File: config.mk
export PLATFORM = sky130hd
export DESIGN_NAME = chunk_reorder_playout_buffer_top
export DESIGN_NICKNAME = d
export VERILOG_FILES = /design/src/crpb_pkg.sv /design/src/crpb_alu.sv /design/src/crpb_mod.sv /design/src/crpb_slots.sv /design/src/crpb_oreg.sv /design/src/chunk_reorder_playout_buffer_top.sv
export SDC_FILE = /design/constraint.sdc
export NUM_CORES = 2
export LEC_CHECK = 0
export ABC_AREA = 1
export BUFFER_PORTS_ARGS = -buffer_cell sky130_fd_sc_hd__buf_2
export CORE_UTILIZATION = 25
export CTS_CLUSTER_DIAMETER = 50
export CTS_CLUSTER_SIZE = 30
export DETAILED_ROUTE_END_ITERATION = 12
export HOLD_SLACK_MARGIN = 0.02
export PLACE_DENSITY = 0.5
export SLEW_MARGIN = 10
export SYNTH_ARGS = -nofsm -noshare
export SYNTH_HDL_FRONTEND = slang
export SYNTH_SLANG_ARGS = --single-unit
export TNS_END_PERCENT = 30
File: constraint.sdc
create_clock -name i_clk -period 31.4 [get_ports i_clk]
set_input_delay 3.14 -clock i_clk [delete_from_list [all_inputs] [get_ports i_clk]]
set_output_delay 3.14 -clock i_clk [all_outputs]
set_load 0.005 [all_outputs]
File: src/crpb_pkg.sv
// Shared types and constants for the chunk reorder playout buffer.
package crpb_pkg;

    localparam int ID_W    = 31;
    localparam int HDL_W   = 16;
    localparam int SIZE_W  = 16;
    localparam int STAMP_W = 64;
    localparam int ALU_W   = 32;

    // Slot index search: digits of the id folded in per step, and step count.
    localparam int MOD_DIG   = 4;
    localparam int MOD_STEPS = ALU_W / MOD_DIG;

    typedef enum logic [1:0] {
        EV_PLAY = 2'd0,
        EV_LOST = 2'd1,
        EV_DUP  = 2'd2,
        EV_ERR  = 2'd3
    } t_event;

    typedef struct packed {
        logic [ID_W-1:0]    chunk_id;
        logic [HDL_W-1:0]   payload_handle;
        logic [SIZE_W-1:0]  payload_size;
        logic [STAMP_W-1:0] stamp;
    } t_in;

    typedef struct packed {
        t_event             event_kind;
        logic [ID_W-1:0]    out_id;
        logic [HDL_W-1:0]   out_handle;
        logic [SIZE_W-1:0]  out_size;
        logic [STAMP_W-1:0] out_stamp;
        logic [ID_W-1:0]    lost_count;
        logic               last_result;
    } t_out;

    typedef struct packed {
        logic [ID_W-1:0]    id;
        logic [HDL_W-1:0]   handle;
        logic [SIZE_W-1:0]  size;
        logic [STAMP_W-1:0] stamp;
    } t_slot;

endpackage

File: src/crpb_alu.sv
// Shared add/subtract unit used by the sequencer steps.
module crpb_alu (
    input  logic [crpb_pkg::ALU_W-1:0] i_a,
    input  logic [crpb_pkg::ALU_W-1:0] i_b,
    input  logic                       i_sub,
    output logic [crpb_pkg::ALU_W-1:0] o_res,
    output logic                       o_borrow
);
    import crpb_pkg::*;

    logic [ALU_W:0] sum;

    always_comb begin
        sum = {1'b0, i_a} + {1'b0, (i_sub ? ~i_b : i_b)} + {{ALU_W{1'b0}}, i_sub};
    end

    assign o_res    = sum[ALU_W-1:0];
    assign o_borrow = i_sub & ~sum[ALU_W];

endmodule

File: src/crpb_mod.sv
// Slot index of an id: id modulo RING_DEPTH; low bits for a power of two, else MOD_DIG bits per cycle.
module crpb_mod #(
    parameter int RING_DEPTH = 8
) (
    input  logic                          i_clk,
    input  logic                          i_rst_n,
    input  logic                          i_start,
    input  logic [crpb_pkg::ID_W-1:0]     i_value,
    output logic                          o_busy,
    output logic [$clog2(RING_DEPTH)-1:0] o_rem
);
    import crpb_pkg::*;

    localparam int  LW   = $clog2(RING_DEPTH);
    localparam bit  POW2 = (RING_DEPTH & (RING_DEPTH - 1)) == 0;
    localparam int  SW   = $clog2(MOD_STEPS);

    generate
        if (POW2) begin : g_pow2
            logic [LW-1:0] r_rem;

            always_ff @(posedge i_clk) begin
                if (!i_rst_n) begin
                    r_rem <= '0;
                end else if (i_start) begin
                    r_rem <= i_value[LW-1:0];
                end
            end

            assign o_rem  = r_rem;
            assign o_busy = 1'b0;
        end else begin : g_iter
            logic [ALU_W-1:0] r_val;
            logic [LW-1:0]    r_rem;
            logic [LW-1:0]    n_rem;
            logic [SW-1:0]    r_step;
            logic             r_busy;

            // Restoring remainder over the top digit of the shift register.
            always_comb begin
                logic [LW:0] t;
                t     = '0;
                n_rem = r_rem;
                for (int j = 0; j < MOD_DIG; j++) begin
                    t = {n_rem, r_val[ALU_W-1-j]};
                    if (t >= (LW+1)'(RING_DEPTH)) begin
                        t = t - (LW+1)'(RING_DEPTH);
                    end
                    n_rem = t[LW-1:0];
                end
            end

            always_ff @(posedge i_clk) begin
                if (!i_rst_n) begin
                    r_busy <= 1'b0;
                    r_step <= '0;
                end else if (i_start) begin
                    r_busy <= 1'b1;
                    r_step <= '0;
                end else if (r_busy) begin
                    r_step <= r_step + SW'(1);
                    if (r_step == SW'(MOD_STEPS - 1)) begin
                        r_busy <= 1'b0;
                    end
                end
            end

            always_ff @(posedge i_clk) begin
                if (i_start) begin
                    r_val <= {{(ALU_W-ID_W){1'b0}}, i_value};
                    r_rem <= '0;
                end else if (r_busy) begin
                    r_val <= r_val << MOD_DIG;
                    r_rem <= n_rem;
                end
            end

            assign o_rem  = r_rem;
            assign o_busy = r_busy;
        end
    endgenerate

endmodule

File: src/crpb_slots.sv
// Slot ring: valid flags in flops, descriptors in a registered-read memory.
module crpb_slots #(
    parameter int RING_DEPTH = 8
) (
    input  logic                          i_clk,
    input  logic                          i_rst_n,
    input  logic                          i_wr,
    input  logic [$clog2(RING_DEPTH)-1:0] i_wr_addr,
    input  crpb_pkg::t_slot               i_wr_data,
    input  logic                          i_clr,
    input  logic [$clog2(RING_DEPTH)-1:0] i_clr_addr,
    input  logic [$clog2(RING_DEPTH)-1:0] i_rd_addr,
    output crpb_pkg::t_slot               o_rd_data,
    output logic [RING_DEPTH-1:0]         o_valid
);
    import crpb_pkg::*;

    t_slot                 mem [RING_DEPTH];
    t_slot                 r_rd;
    logic [RING_DEPTH-1:0] r_valid;

    always_ff @(posedge i_clk) begin
        if (i_wr) begin
            mem[i_wr_addr] <= i_wr_data;
        end
        r_rd <= mem[i_rd_addr];
    end

    always_ff @(posedge i_clk) begin
        if (!i_rst_n) begin
            r_valid <= '0;
        end else begin
            if (i_wr) begin
                r_valid[i_wr_addr] <= 1'b1;
            end
            if (i_clr) begin
                r_valid[i_clr_addr] <= 1'b0;
            end
        end
    end

    assign o_rd_data = r_rd;
    assign o_valid   = r_valid;

endmodule

File: src/crpb_oreg.sv
// Output register stage between the sequencer and the result channel.
module crpb_oreg (
    input  logic           i_clk,
    input  logic           i_rst_n,
    input  logic           i_push,
    input  crpb_pkg::t_out i_item,
    output logic           o_can,
    output logic           o_valid,
    output crpb_pkg::t_out o_item,
    input  logic           i_ready
);
    import crpb_pkg::*;

    logic r_v;
    t_out r_item;

    assign o_can = !r_v || i_ready;

    always_ff @(posedge i_clk) begin
        if (!i_rst_n) begin
            r_v <= 1'b0;
        end else if (o_can) begin
            r_v <= i_push;
        end
    end

    always_ff @(posedge i_clk) begin
        if (o_can && i_push) begin
            r_item <= i_item;
        end
    end

    assign o_valid = r_v;
    assign o_item  = r_item;

endmodule

File: src/chunk_reorder_playout_buffer_top.sv
// Chunk reorder playout buffer: sequencer around a shared add/subtract unit.
//
// Usage
//   Input channel (i_valid / o_ready, payload i_item) takes chunk
//   descriptors in any id order. Result channel (o_valid / i_ready, payload
//   o_item) gives play, lost, duplicate and collision items, plays in id order;
//   last_result marks the final item caused by one input item. A late chunk
//   gives no item at all.
//   One item is worked on at a time; o_ready is high only while idle.
//   Work per input item is least for a chunk that is only stored or
//   played at once; each stored chunk released, each position reported
//   lost, a window jump and a coalesced lost report add steps, as does
//   the slot index search when RING_DEPTH is not a power of two. Steps
//   share the one add/subtract unit and the one read port of the slot
//   memory, which sets the pace. A result item waits for the next one
//   (to know last_result), then passes through the output register.
//   Reset clears started, expected id and slot valid flags; no clearing pass.
//   When the receiver stalls, the sequencer holds at its next result and
//   resumes without loss once the output register drains.
module chunk_reorder_playout_buffer_top #(
    parameter int RING_DEPTH = 8
) (
    input  logic           i_clk,
    input  logic           i_rst_n,
    input  logic           i_valid,
    output logic           o_ready,
    input  crpb_pkg::t_in  i_item,
    output logic           o_valid,
    input  logic           i_ready,
    output crpb_pkg::t_out o_item
);
    import crpb_pkg::*;

    localparam int LW = $clog2(RING_DEPTH);
    localparam int CW = $clog2(RING_DEPTH + 1);
    localparam logic [ALU_W-1:0] B32 = ALU_W'(RING_DEPTH);
    localparam logic [ALU_W-1:0] BM1 = ALU_W'(RING_DEPTH - 1);

    typedef enum logic [12:0] {
        S_IDLE   = 13'b0000000000001,
        S_MOD    = 13'b0000000000010,  // slot index search, late check
        S_JUMP   = 13'b0000000000100,  // positions the window has to pass
        S_WRD    = 13'b0000000001000,  // window step: slot read
        S_WUSE   = 13'b0000000010000,  // window step: play or lost
        S_EXTRA  = 13'b0000000100000,  // coalesced lost report
        S_LAST   = 13'b0000001000000,  // expected id after a long jump
        S_RRD    = 13'b0000010000000,  // release run: slot read
        S_RUSE   = 13'b0000100000000,  // release run: play
        S_ARRIVE = 13'b0001000000000,  // arriving id vs expected
        S_APLAY  = 13'b0010000000000,  // play the arriving chunk
        S_STORE  = 13'b0100000000000,  // store, duplicate or collision
        S_FIN    = 13'b1000000000000   // flush the held result as last
    } t_state;

    t_state          r_st, n_st;
    t_in             r_in, n_in;
    logic            r_started, n_started;
    logic [ID_W-1:0] r_exp, n_exp;
    logic [LW-1:0]   r_eslot, n_eslot;      // expected id modulo RING_DEPTH
    logic [ALU_W-1:0] r_tmp, n_tmp;         // distance, then positions passed
    logic [CW-1:0]   r_cnt, n_cnt;
    logic            r_extra, n_extra;
    logic            r_after, n_after;
    t_out            r_pend, n_pend;        // result held until the next one
    logic            r_pend_v, n_pend_v;

    logic [ALU_W-1:0] alu_a, alu_b, alu_res;
    logic             alu_sub, alu_borrow;

    logic             mod_start, mod_busy;
    logic [LW-1:0]    mod_rem;

    logic                  slot_wr, slot_clr;
    logic [LW-1:0]         rd_addr;
    t_slot                 slot_wdata, slot_rd;
    logic [RING_DEPTH-1:0] slot_valid;

    logic  emit, emit_ok, push, oreg_can;
    t_out  emit_item, push_item;

    function automatic logic [LW-1:0] inc_slot(input logic [LW-1:0] s);
        return (s == LW'(RING_DEPTH - 1)) ? '0 : s + LW'(1);
    endfunction

    crpb_alu u_alu (
        .i_a      (alu_a),
        .i_b      (alu_b),
        .i_sub    (alu_sub),
        .o_res    (alu_res),
        .o_borrow (alu_borrow)
    );

    crpb_mod #(.RING_DEPTH(RING_DEPTH)) u_mod (
        .i_clk   (i_clk),
        .i_rst_n (i_rst_n),
        .i_start (mod_start),
        .i_value (i_item.chunk_id),
        .o_busy  (mod_busy),
        .o_rem   (mod_rem)
    );

    // The arriving chunk's slot is read while deciding and storing,
    // else the expected slot.
    assign rd_addr = (r_st == S_ARRIVE || r_st == S_STORE) ? mod_rem : r_eslot;

    assign slot_wdata = '{id:     r_in.chunk_id,
                          handle: r_in.payload_handle,
                          size:   r_in.payload_size,
                          stamp:  r_in.stamp};

    crpb_slots #(.RING_DEPTH(RING_DEPTH)) u_slots (
        .i_clk      (i_clk),
        .i_rst_n    (i_rst_n),
        .i_wr       (slot_wr),
        .i_wr_addr  (mod_rem),
        .i_wr_data  (slot_wdata),
        .i_clr      (slot_clr),
        .i_clr_addr (r_eslot),
        .i_rd_addr  (rd_addr),
        .o_rd_data  (slot_rd),
        .o_valid    (slot_valid)
    );

    crpb_oreg u_oreg (
        .i_clk   (i_clk),
        .i_rst_n (i_rst_n),
        .i_push  (push),
        .i_item  (push_item),
        .o_can   (oreg_can),
        .o_valid (o_valid),
        .o_item  (o_item),
        .i_ready (i_ready)
    );

    assign o_ready = (r_st == S_IDLE);
    assign emit_ok = !r_pend_v || oreg_can;

    // Operand select for the shared unit; default is expected id + 1.
    always_comb begin
        alu_a   = {1'b0, r_exp};
        alu_b   = ALU_W'(1);
        alu_sub = 1'b0;
        unique case (r_st)
            S_MOD, S_ARRIVE: begin
                alu_a   = {1'b0, r_in.chunk_id};
                alu_b   = {1'b0, r_exp};
                alu_sub = 1'b1;
            end
            S_JUMP: begin
                alu_a   = r_tmp;
                alu_b   = BM1;
                alu_sub = 1'b1;
            end
            S_EXTRA: begin
                alu_a   = r_tmp;
                alu_b   = B32;
                alu_sub = 1'b1;
            end
            S_LAST: begin
                alu_a   = {1'b0, r_in.chunk_id};
                alu_b   = BM1;
                alu_sub = 1'b1;
            end
            default: begin
                alu_a   = {1'b0, r_exp};
                alu_b   = ALU_W'(1);
                alu_sub = 1'b0;
            end
        endcase
    end

    always_comb begin
        n_st      = r_st;
        n_in      = r_in;
        n_started = r_started;
        n_exp     = r_exp;
        n_eslot   = r_eslot;
        n_tmp     = r_tmp;
        n_cnt     = r_cnt;
        n_extra   = r_extra;
        n_after   = r_after;
        n_pend    = r_pend;
        n_pend_v  = r_pend_v;
        emit      = 1'b0;
        emit_item = '0;
        push      = 1'b0;
        push_item = r_pend;
        slot_wr   = 1'b0;
        slot_clr  = 1'b0;
        mod_start = 1'b0;

        unique case (r_st)
            S_IDLE: begin
                if (i_valid) begin
                    n_in      = i_item;
                    n_after   = 1'b0;
                    mod_start = 1'b1;
                    n_st      = S_MOD;
                end
            end
            S_MOD: begin
                if (!mod_busy) begin
                    if (r_started && alu_borrow) begin
                        n_st = S_IDLE;              // late chunk, dropped
                    end else if (!r_started) begin
                        n_started = 1'b1;
                        n_exp     = r_in.chunk_id;
                        n_eslot   = mod_rem;
                        n_st      = S_ARRIVE;
                    end else begin
                        n_tmp = alu_res;
                        n_st  = (alu_res >= B32) ? S_JUMP : S_ARRIVE;
                    end
                end
            end
            S_JUMP: begin
                n_tmp   = alu_res;
                n_cnt   = (alu_res >= B32) ? CW'(RING_DEPTH) : alu_res[CW-1:0];
                n_extra = (alu_res > B32);
                n_st    = S_WRD;
            end
            S_WRD: begin
                n_st = S_WUSE;
            end
            S_WUSE: begin
                if (emit_ok) begin
                    emit = 1'b1;
                    if (slot_valid[r_eslot]) begin
                        emit_item.event_kind = EV_PLAY;
                        emit_item.out_id     = slot_rd.id;
                        emit_item.out_handle = slot_rd.handle;
                        emit_item.out_size   = slot_rd.size;
                        emit_item.out_stamp  = slot_rd.stamp;
                        slot_clr             = 1'b1;
                    end else begin
                        emit_item.event_kind = EV_LOST;
                        emit_item.out_id     = r_in.chunk_id;
                        emit_item.out_stamp  = r_in.stamp;
                        emit_item.lost_count = ID_W'(1);
                    end
                    n_exp   = alu_res[ID_W-1:0];
                    n_eslot = alu_res[ID_W] ? '0 : inc_slot(r_eslot);
                    if (r_cnt == CW'(1)) begin
                        if (r_extra) begin
                            n_st = S_EXTRA;
                        end else begin
                            n_cnt = CW'(RING_DEPTH);
                            n_st  = S_RRD;
                        end
                    end else begin
                        n_cnt = r_cnt - CW'(1);
                        n_st  = S_WRD;
                    end
                end
            end
            S_EXTRA: begin
                if (emit_ok) begin
                    emit                 = 1'b1;
                    emit_item.event_kind = EV_LOST;
                    emit_item.out_id     = r_in.chunk_id;
                    emit_item.out_stamp  = r_in.stamp;
                    emit_item.lost_count = alu_res[ID_W-1:0];
                    n_st                 = S_LAST;
                end
            end
            S_LAST: begin
                // expected = id - RING_DEPTH + 1, same slot as id + 1
                n_exp   = alu_res[ID_W-1:0];
                n_eslot = inc_slot(mod_rem);
                n_cnt   = CW'(RING_DEPTH);
                n_st    = S_RRD;
            end
            S_RRD: begin
                if (r_cnt != '0 && slot_valid[r_eslot]) begin
                    n_st = S_RUSE;
                end else begin
                    n_st = r_after ? S_FIN : S_ARRIVE;
                end
            end
            S_RUSE: begin
                if (emit_ok) begin
                    emit                 = 1'b1;
                    emit_item.event_kind = EV_PLAY;
                    emit_item.out_id     = slot_rd.id;
                    emit_item.out_handle = slot_rd.handle;
                    emit_item.out_size   = slot_rd.size;
                    emit_item.out_stamp  = slot_rd.stamp;
                    slot_clr             = 1'b1;
                    n_exp                = alu_res[ID_W-1:0];
                    n_eslot              = alu_res[ID_W] ? '0 : inc_slot(r_eslot);
                    n_cnt                = r_cnt - CW'(1);
                    n_st                 = S_RRD;
                end
            end
            S_ARRIVE: begin
                n_st = (alu_res == '0) ? S_APLAY : S_STORE;
            end
            S_APLAY: begin
                if (emit_ok) begin
                    emit                 = 1'b1;
                    emit_item.event_kind = EV_PLAY;
                    emit_item.out_id     = r_in.chunk_id;
                    emit_item.out_handle = r_in.payload_handle;
                    emit_item.out_size   = r_in.payload_size;
                    emit_item.out_stamp  = r_in.stamp;
                    n_exp                = alu_res[ID_W-1:0];
                    n_eslot              = alu_res[ID_W] ? '0 : inc_slot(r_eslot);
                    n_after              = 1'b1;
                    n_cnt                = CW'(RING_DEPTH);
                    n_st                 = S_RRD;
                end
            end
            S_STORE: begin
                if (slot_valid[mod_rem]) begin
                    if (emit_ok) begin
                        emit                 = 1'b1;
                        emit_item.event_kind = (slot_rd.id == r_in.chunk_id) ? EV_DUP
                                                                             : EV_ERR;
                        emit_item.out_id     = r_in.chunk_id;
                        n_st                 = S_FIN;
                    end
                end else begin
                    slot_wr = 1'b1;
                    n_st    = S_FIN;
                end
            end
            S_FIN: begin
                if (r_pend_v) begin
                    if (oreg_can) begin
                        push                  = 1'b1;
                        push_item.last_result = 1'b1;
                        n_pend_v              = 1'b0;
                        n_st                  = S_IDLE;
                    end
                end else begin
                    n_st = S_IDLE;
                end
            end
            default: begin
                n_st = S_IDLE;
            end
        endcase

        // A new result releases the held one, which is then known not last.
        if (emit) begin
            push     = r_pend_v;
            n_pend   = emit_item;
            n_pend_v = 1'b1;
        end
    end

    always_ff @(posedge i_clk) begin
        if (!i_rst_n) begin
            r_st      <= S_IDLE;
            r_started <= 1'b0;
            r_exp     <= '0;
            r_eslot   <= '0;
            r_cnt     <= '0;
            r_extra   <= 1'b0;
            r_after   <= 1'b0;
            r_pend_v  <= 1'b0;
        end else begin
            r_st      <= n_st;
            r_started <= n_started;
            r_exp     <= n_exp;
            r_eslot   <= n_eslot;
            r_cnt     <= n_cnt;
            r_extra   <= n_extra;
            r_after   <= n_after;
            r_pend_v  <= n_pend_v;
        end
    end

    always_ff @(posedge i_clk) begin
        r_in   <= n_in;
        r_tmp  <= n_tmp;
        r_pend <= n_pend;
    end

    // Nothing may be held over between input items.
    a_pend_idle: assert property (@(posedge i_clk) disable iff (!i_rst_n)
        r_st == S_IDLE |-> !r_pend_v)
        else $error("result held while idle");

    // The output register must have room whenever a result is pushed.
    a_no_overrun: assert property (@(posedge i_clk) disable iff (!i_rst_n)
        push |-> oreg_can)
        else $error("push into full output register");

    a_eslot_range: assert property (@(posedge i_clk) disable iff (!i_rst_n)
        r_eslot <= LW'(RING_DEPTH - 1))
        else $error("expected slot out of range");

    // A release step only ever plays a slot that the read step saw valid.
    a_play_valid: assert property (@(posedge i_clk) disable iff (!i_rst_n)
        r_st == S_RUSE |-> slot_valid[r_eslot])
        else $error("release of an empty slot");

endmodule

After elaboration in Yosys (flattened, before gate mapping)

Memories as Yosys holds them, arrays and structs flattened. A register that Yosys moved wholly into a read port is not among the register bits.
Cells that the tools add are included.

Reductions and logical operators: 32
Bitwise operators: 7
Eq/ne operators: 30
Mux-type cells: 93
Add/subtract/negate cells: 5
Magnitude comparators: 6

Operator list:

| operator                                                       | number |
|---|---|
| case mux 64 bit (4 select lines)                               | 1 |
| 2-to-1 mux 127 bit                                             | 2 |
| 2-to-1 mux 32 bit                                              | 6 |
| case mux 31 bit (3 select lines)                               | 2 |
| case mux 33 bit (5 select lines)                               | 1 |
| 2-to-1 mux 159 bit                                             | 1 |
| case mux 13 bit (12 select lines)                              | 1 |
| 2-to-1 mux 13 bit                                              | 11 |
| case mux 32 bit (2 select lines)                               | 2 |
| case mux 32 bit (3 select lines)                               | 1 |
| 2-to-1 mux 95 bit                                              | 1 |
| 2-to-1 mux 31 bit                                              | 3 |
| 2-to-1 mux 33 bit                                              | 2 |
| 2-to-1 mux 64 bit                                              | 1 |
| case mux 31 bit (2 select lines)                               | 1 |
| adder 32 x 32 -> 33 bit                                        | 1 |
| adder 33 x 1 -> 33 bit                                         | 1 |
| >= comparator 32 x 4 -> 1 bit, second input constant           | 1 |
| greater-than comparator 32 x 4 -> 1 bit, second input constant | 1 |
| zero test 32 bit                                               | 1 |
| 2-to-1 mux 8 bit                                               | 4 |
| NOT 31 -> 32 bit                                               | 1 |
| == test 31 bit                                                 | 1 |
| 2-to-1 mux 10 bit                                              | 3 |
| 52 further kinds                                               | 123 |

Bits in writable memories: 1016
Bits of input ports: 131
Flip-flop bits (word level): 547
Word-level logic and storage cells: 203
Memories: 1

Memory list:

| name        | depth | width | read ports | clocked after Yosys merged registers in | wr ports | line             | RTL |
|---|---|---|---|---|---|---|---|
| u_slots.mem | 8     | 127   | 1          | 1                                       | 1        | crpb_slots.sv:18 | `t_slot mem [RING_DEPTH];` |

Depth between registers and ports, before layout

Depth in word-level cells: 12
Gate-level depth with buffers: 34

Modules after synthesis

Synthesis repeated with hierarchy kept, for this count alone.

Cell total of the unflattened synthesis: 7058
Area, all modules: 71812.6 um2

By module, submodules not included:

| module                           | cells each | times used | area each (um2) |
|---|---|---|---|
| crpb_slots                       | 4577       | 1          | 46971.3 |
| chunk_reorder_playout_buffer_top | 1814       | 1          | 17307.8 |
| crpb_oreg                        | 168        | 1          | 4885.9 |
| crpb_alu                         | 479        | 1          | 2519.9 |
| crpb_mod                         | 20         | 1          | 127.6 |

Worst setup path after synthesis

Ideal clock, no wire load.

Path type: flip-flop to flip-flop
Start: reg u_mod.g_pow2.r_rem[0], in the netlist u_mod.o_rem[0]
End: reg u_slots.r_valid[1], in the netlist u_slots.o_valid[1]
Stages on the path, launching flop included: 13
Setup time: 0.112 ns
Period minus slack after synthesis: 14.510 ns
Arrival: 14.399 ns
Setup slack: 16.890 ns
Path buffers: 2
Data required time: 31.288 ns
Cells stage by stage: dfxtp_1 -> clkbuf_1 -> inv_1 -> clkbuf_1 -> nor3_1 -> o2bb2ai_1 -> a221oi_1 -> nand2_1 -> inv_1 -> nand2_1 -> nor4_1 -> o21ai_0 -> a21oi_1

Word-level cells in the longest chain between the ends: 9
Elaborated cells on any way between the ends: 14
Those cells by class: order compare: 2; mux: 9; bitwise: 2; reduce/logical: 1

Ends and longest elaborated chain:

| item                                                                                              | line             | RTL |
|---|---|---|
| start: declaration                                                                                | crpb_mod.sv:20   | `logic [LW-1:0] r_rem;` |
| start signal: assignment                                                                          | crpb_mod.sv:26   | `r_rem <= i_value[LW-1:0];` |
| < comparator 3 x 4 -> 1 bit (not written as such) or >= comparator 3 x 1 -> 1 bit (tied branches) | crpb_slots.sv:34 | `r_valid[i_wr_addr] <= 1'b1;` |
| logical AND 1 bit (not written as such)                                                           | crpb_slots.sv:34 |  |
| 2-to-1 mux 1 bit (not written as such)                                                            | crpb_slots.sv:34 |  |
| demux 1 bit (select 3 bit)                                                                        | n/a              |  |
| OR 8 bit (no source line)                                                                         | n/a              |  |
| 2-to-1 mux 8 bit *                                                                                | crpb_slots.sv:33 | `if (i_wr) begin` |
| 2-to-1 mux 8 bit *                                                                                | crpb_slots.sv:30 | `if (!i_rst_n) begin` |
| bitwise AND 8 bit (no source line)                                                                | n/a              |  |
| 2-to-1 mux 8 bit *                                                                                | crpb_slots.sv:36 | `if (i_clr) begin` |
| end signal: assignment                                                                            | crpb_slots.sv:31 | `r_valid <= '0;` |
| end signal: indexed assignment                                                                    | crpb_slots.sv:34 |  |
| end signal: indexed assignment                                                                    | crpb_slots.sv:37 | `r_valid[i_clr_addr] <= 1'b0;` |
| end: declaration                                                                                  | crpb_slots.sv:20 | `logic [RING_DEPTH-1:0] r_valid;` |

Every way passes the cells marked *; elsewhere a longest branch is shown, timed or not. The select of a mux whose other input is x is not followed.
A chain may end at the register's enable or synchronous reset.

Worst setup path in the final report

Start: reg r_st[11]
End: reg r_tmp[23], enable pin

Word-level cells in the longest chain between the ends: 12
Elaborated cells on any way between the ends: 24
Those cells by class: add/sub: 2; eq/ne: 7; mux: 4; bitwise: 3; reduce/logical: 8

Ends and longest elaborated chain:

| item                                                  | line                                    | RTL |
|---|---|---|
| start: declaration                                    | chunk_reorder_playout_buffer_top.sv:55  | `t_state r_st, n_st;` |
| start signal: assignment                              | chunk_reorder_playout_buffer_top.sv:363 | `r_st <= n_st;` |
| == test 13 x 7 -> 1 bit, or another cell as far along | chunk_reorder_playout_buffer_top.sv:143 | `unique case (r_st)` |
| OR reduction 2 bit (no source line)                   | n/a                                     |  |
| case mux 31 bit (3 select lines)                      | chunk_reorder_playout_buffer_top.sv:143 |  |
| NOT 31 -> 32 bit                                      | crpb_alu.sv:14                          | `sum = {1'b0, i_a} + {1'b0, (i_sub ? ~i_b : i_b)} + {{ALU_W{1'b0}}, i_sub};` |
| 2-to-1 mux 32 bit                                     | crpb_alu.sv:14                          |  |
| adder 32 x 32 -> 33 bit                               | crpb_alu.sv:14                          |  |
| adder 33 x 1 -> 33 bit                                | crpb_alu.sv:14                          |  |
| NOT 1 bit                                             | crpb_alu.sv:18                          | `assign o_borrow = i_sub & ~sum[ALU_W];` |
| bitwise AND 1 bit                                     | crpb_alu.sv:18                          |  |
| logical AND 1 bit                                     | chunk_reorder_playout_buffer_top.sv:203 | `if (r_started && alu_borrow) begin` |
| inequality test 2 bit (no source line)                | n/a                                     |  |
| AND reduction 3 bit (no source line) *                | n/a                                     |  |
| end signal: assignment                                | chunk_reorder_playout_buffer_top.sv:376 | `r_tmp <= n_tmp;` |
| end: declaration                                      | chunk_reorder_playout_buffer_top.sv:60  | `logic [ALU_W-1:0] r_tmp, n_tmp;` |

Every way passes the cells marked *; elsewhere a longest branch is shown, timed or not.

==> impl_metrics.json <==
{
  "yosysSeqAreaShare_pct": 75.8,
  "dieHeight_um": 510,
  "synth_edf_count": 1496,
  "r2r-end": "r_tmp[23]",
  "std_cell_rows": 185,
  "pwr-share-comb_pct": 7.1,
  "hold_viol": 0,
  "coreArea_sq_um": 255000,
  "min_path_cells": 0,
  "powerDensity_nw_per_um2": 69.2,
  "drt_iter0_markers": 3125,
  "drc_errors": 0,
  "relSlewSlack_pct": 23.2,
  "end_kind": "register",
  "vias": 38600,
  "synth_top_area_share_pct": 69.8,
  "final_nets": 5034,
  "synth-seq-cells": 1690,
  "worstPathArrival_ns": 6.36,
  "r2r_cells": 26,
  "dieArea_sq_um": 260000,
  "p_clk_share_pct": 40.6,
  "io_pins": 294,
  "wirelength_mm": 180,
  "drive_gt1_share_pct": 15.0,
  "p_leak_uw": 0.0255,
  "critPathMaxFanout": 37,
  "synth_ff_type": "edfxtp_1",
  "track_usage_pct": 13.6,
  "yosysUniqueCellTypes": 61,
  "pre_cts_ws_ns": 24.54,
  "crit_required_ns": 31.92,
  "maxCapViolCount": 0,
  "die_x_um": 510,
  "grt_pass1_wl_mm": 262,
  "viasPerCell": 4.60,
  "worstSetupStartpointType": "register",
  "period_needed_ns": 5.84,
  "cts.repair.resized": 0,
  "tightestPinTransition_ns": 1.15,
  "gp_congestion": 0.848,
  "vdd_drop_max_mv": 0.0491,
  "timing.fmax_mhz": 171,
  "ys_top_cells_by_area": "edfxtp_1 (70%), dfxtp_1 (6.0%), o21ai_0 (4.6%)",
  "yosysWarnings": 0,
  "max_stage_delay_ns": 0.50,
  "slew_violations": 0,
  "ant_nets": 0,
  "drt_pass1_iterations": 7,
  "switching_share_pct": 26.5,
  "htreeDepth": 4,
  "syn_area_sq_um": 64400,
  "dp.final_hpwl_mm": 101,
  "timing.rr.start": "r_st[11]",
  "hold_class": "register to register",
  "numCtsBuffers": 162,
  "finalClockSkew_ns": 0.0670,
  "clock_sinks": 1690,
  "antenna_found_initial": 9,
  "synth_fp_nets": 4776,
  "timing.hold.ws_ns": 0.399,
  "p_seq_share_pct": 52.2,
  "grt.overflow.total": 0,
  "cpMostUsedCell": "nand2_1",
  "internal-power_uw": 3850,
  "timing.final.crit_share_pct": 18.6,
  "hold_end": "u_oreg.o_item[81]",
  "grt_pass1_vias": 38200,
  "routedWlPerCell_um": 21.5,
  "r2r_setup_slack_ns": 25.56,
  "initial_core_util_pct": 25.2,
  "rsz0062_at_grt": "no",
  "tns_ns": 0,
  "fill_cells": 25600,
  "dp.cells": 8067,
  "synth_most_common_cell": "edfxtp_1",
  "slowest_stage": "a2111oi_1",
  "cts_tree": "yes",
  "netSwitchingPower_uw": 1390,
  "setup_ws_ns": 25.56,
  "port_buffers": 293,
  "outcome": "finished, final reports clean",
  "syn_area_per_cell_sq_um": 14.0,
  "synth_area_leader_cell": "edfxtp_1",
  "min_from": "push_item[81]",
  "cts_root_buffer": "clkbuf_16",
  "insertion_delay_ns": 0.85,
  "syn2layout_area_growth_pct": 17.7,
  "syn_inst": 4607,
  "grt_max_degree": 171,
  "setup_violations": 0,
  "async_reset_ff_share_pct": 0,
  "hold_buffers": 0,
  "instances_no_fill": 8374,
  "path_clk_slew_ns": 0.08,
  "synthTopCellsByCount": "edfxtp_1 (1,496), o21ai_0 (598), nor2_1 (497), nand2_1 (270), o21bai_1 (257)",
  "post-cts-setup-buffer-count": 0,
  "clockBufferDepth": 3,
  "criticalPathCategory": "register to register"
}
## state kept, by name (all words and copies together), names as in the netlist
name,count
r_pend_v,1
r_cnt,4
u_slots.o_valid,8
u_oreg.o_item,161
r_eslot,3
u_oreg.o_valid,1
r_after,1
r_tmp,32
u_mod.o_rem,3
r_st,13
u_slots.o_rd_data,127
u_slots.mem,1016
push_item,160
r_exp,31
r_extra,1
r_started,1
r_in,127
## metrics by stage
step,utilization [%],power (uW),instance area (sq um)
global route,29.7,5440,75800
global placement,27.4,3160,69800
floorplan,-,2980,64400
finish,29.7,5240,75800
CTS,29.7,5310,75800
detailed placement,27.4,3170,69800
## critical path, delay by kind of cell (launching register included)
family / cells / cell delay, ns
and+or+nand+nor: 13 / 1.77
AOI/OAI and AO/OA: 5 / 1.23
DFF: 1 / 0.46
buffers and inverters: 7 / 1.73
adders and majority gates: 1 / 0.33
## cells in the final DEF, fill, tap and decap left out, types with 15 or more instances in the layout
| master | netlist | routed |
|---|---|---|
| edfxtp_1 | 1496 | 1496 |
| o21ai_0 | 598 | 597 |
| nor2_1 | 497 | 490 |
| buf_2 | 23 | 293 |
| nand2_1 | 270 | 269 |
| o21bai_1 | 257 | 257 |
| dfxtp_1 | 194 | 194 |
| inv_1 | 172 | 167 |
| clkbuf_16 | 0 | 164 |
| a21oi_1 | 150 | 149 |
| a31oi_1 | 140 | 140 |
| o22ai_1 | 132 | 132 |
| a22o_1 | 66 | 66 |
| buf_4 | 2 | 62 |
| ha_1 | 37 | 37 |
| nor3_1 | 34 | 34 |
| xor2_1 | 33 | 33 |
| a32o_1 | 32 | 32 |
| nand3_1 | 30 | 30 |
| o211ai_1 | 24 | 24 |
| clkinv_8 | 0 | 23 |
| inv_6 | 0 | 22 |
| inv_8 | 0 | 19 |
| nand2_2 | 18 | 18 |
| nand4_1 | 17 | 17 |
| nor2_4 | 10 | 16 |
| clkinvlp_4 | 0 | 15 |
## power groups by stage
stage	Sequential (uW)	Combinational, uW	Clock, uW
2_1_floorplan	2740	243	0
3_3_place_gp	2780	377	0
3_5_place_dp	2790	380	0
4_1_cts	2740	381	2190
5_1_grt	2750	416	2270
6_report	2740	374	2130
## per-layer routing
metal | GRT usage (%) | vias up | routed length (um)
li1 | - | 17800 | -
met1 | 18.3 | 19600 | 81700
met2 | 22.3 | 949 | 85700
met3 | 2.31 | 239 | 8220
met4 | 4.09 | 2 | 4470
met5 | 0 | - | 13
## kinds of logic (layout without fill, tap and decap cells)
logic type                 after synthesis  count (layout)  share of synthesized area, %
DFF                                   1690            1690                          75.8
and+or+nand+nor                        932             932                          6.33
AOI/OAI and AO/OA                     1450            1450                          13.8
adders and majority gates               38              38                         0.750
buffers and inverters                  449             847                          2.67
xor gates and xnor gates                48              48                         0.688
other                                    0               3                             0
## worst max path at each step
| stage | cells past startpoint | slack [ns] | from | end |
|---|---|---|---|---|
| detailed placement | 10 | 24.54 | i_ready | push_item[134] |
| floorplan | 12 | 16.89 | u_mod.o_rem[0] | u_slots.o_valid[1] |
| CTS | 10 | 25.46 | i_ready | push_item[134] |
| finish | 26 | 25.56 | r_st[11] | r_tmp[23] |
| global route | 27 | 25.10 | r_st[11] | r_cnt[3] |
| global placement | 10 | 24.63 | i_ready | push_item[130] |
## final cells by class
class                      instances  area [sq um]  share of cell area (%)
clock inverter                   129          1760                    2.33
antenna                            3          7.51                 0.00991
sequential                      1690         48800                    64.4
clock buffer                     175          4200                    5.54
tap                             3366          4210                    5.56
inverter                         181           697                   0.920
multi-input combinational       2468         14000                    18.5
timing repair buffer             362          2070                    2.73
Note: power is estimated with default switching activity, not from simulation.
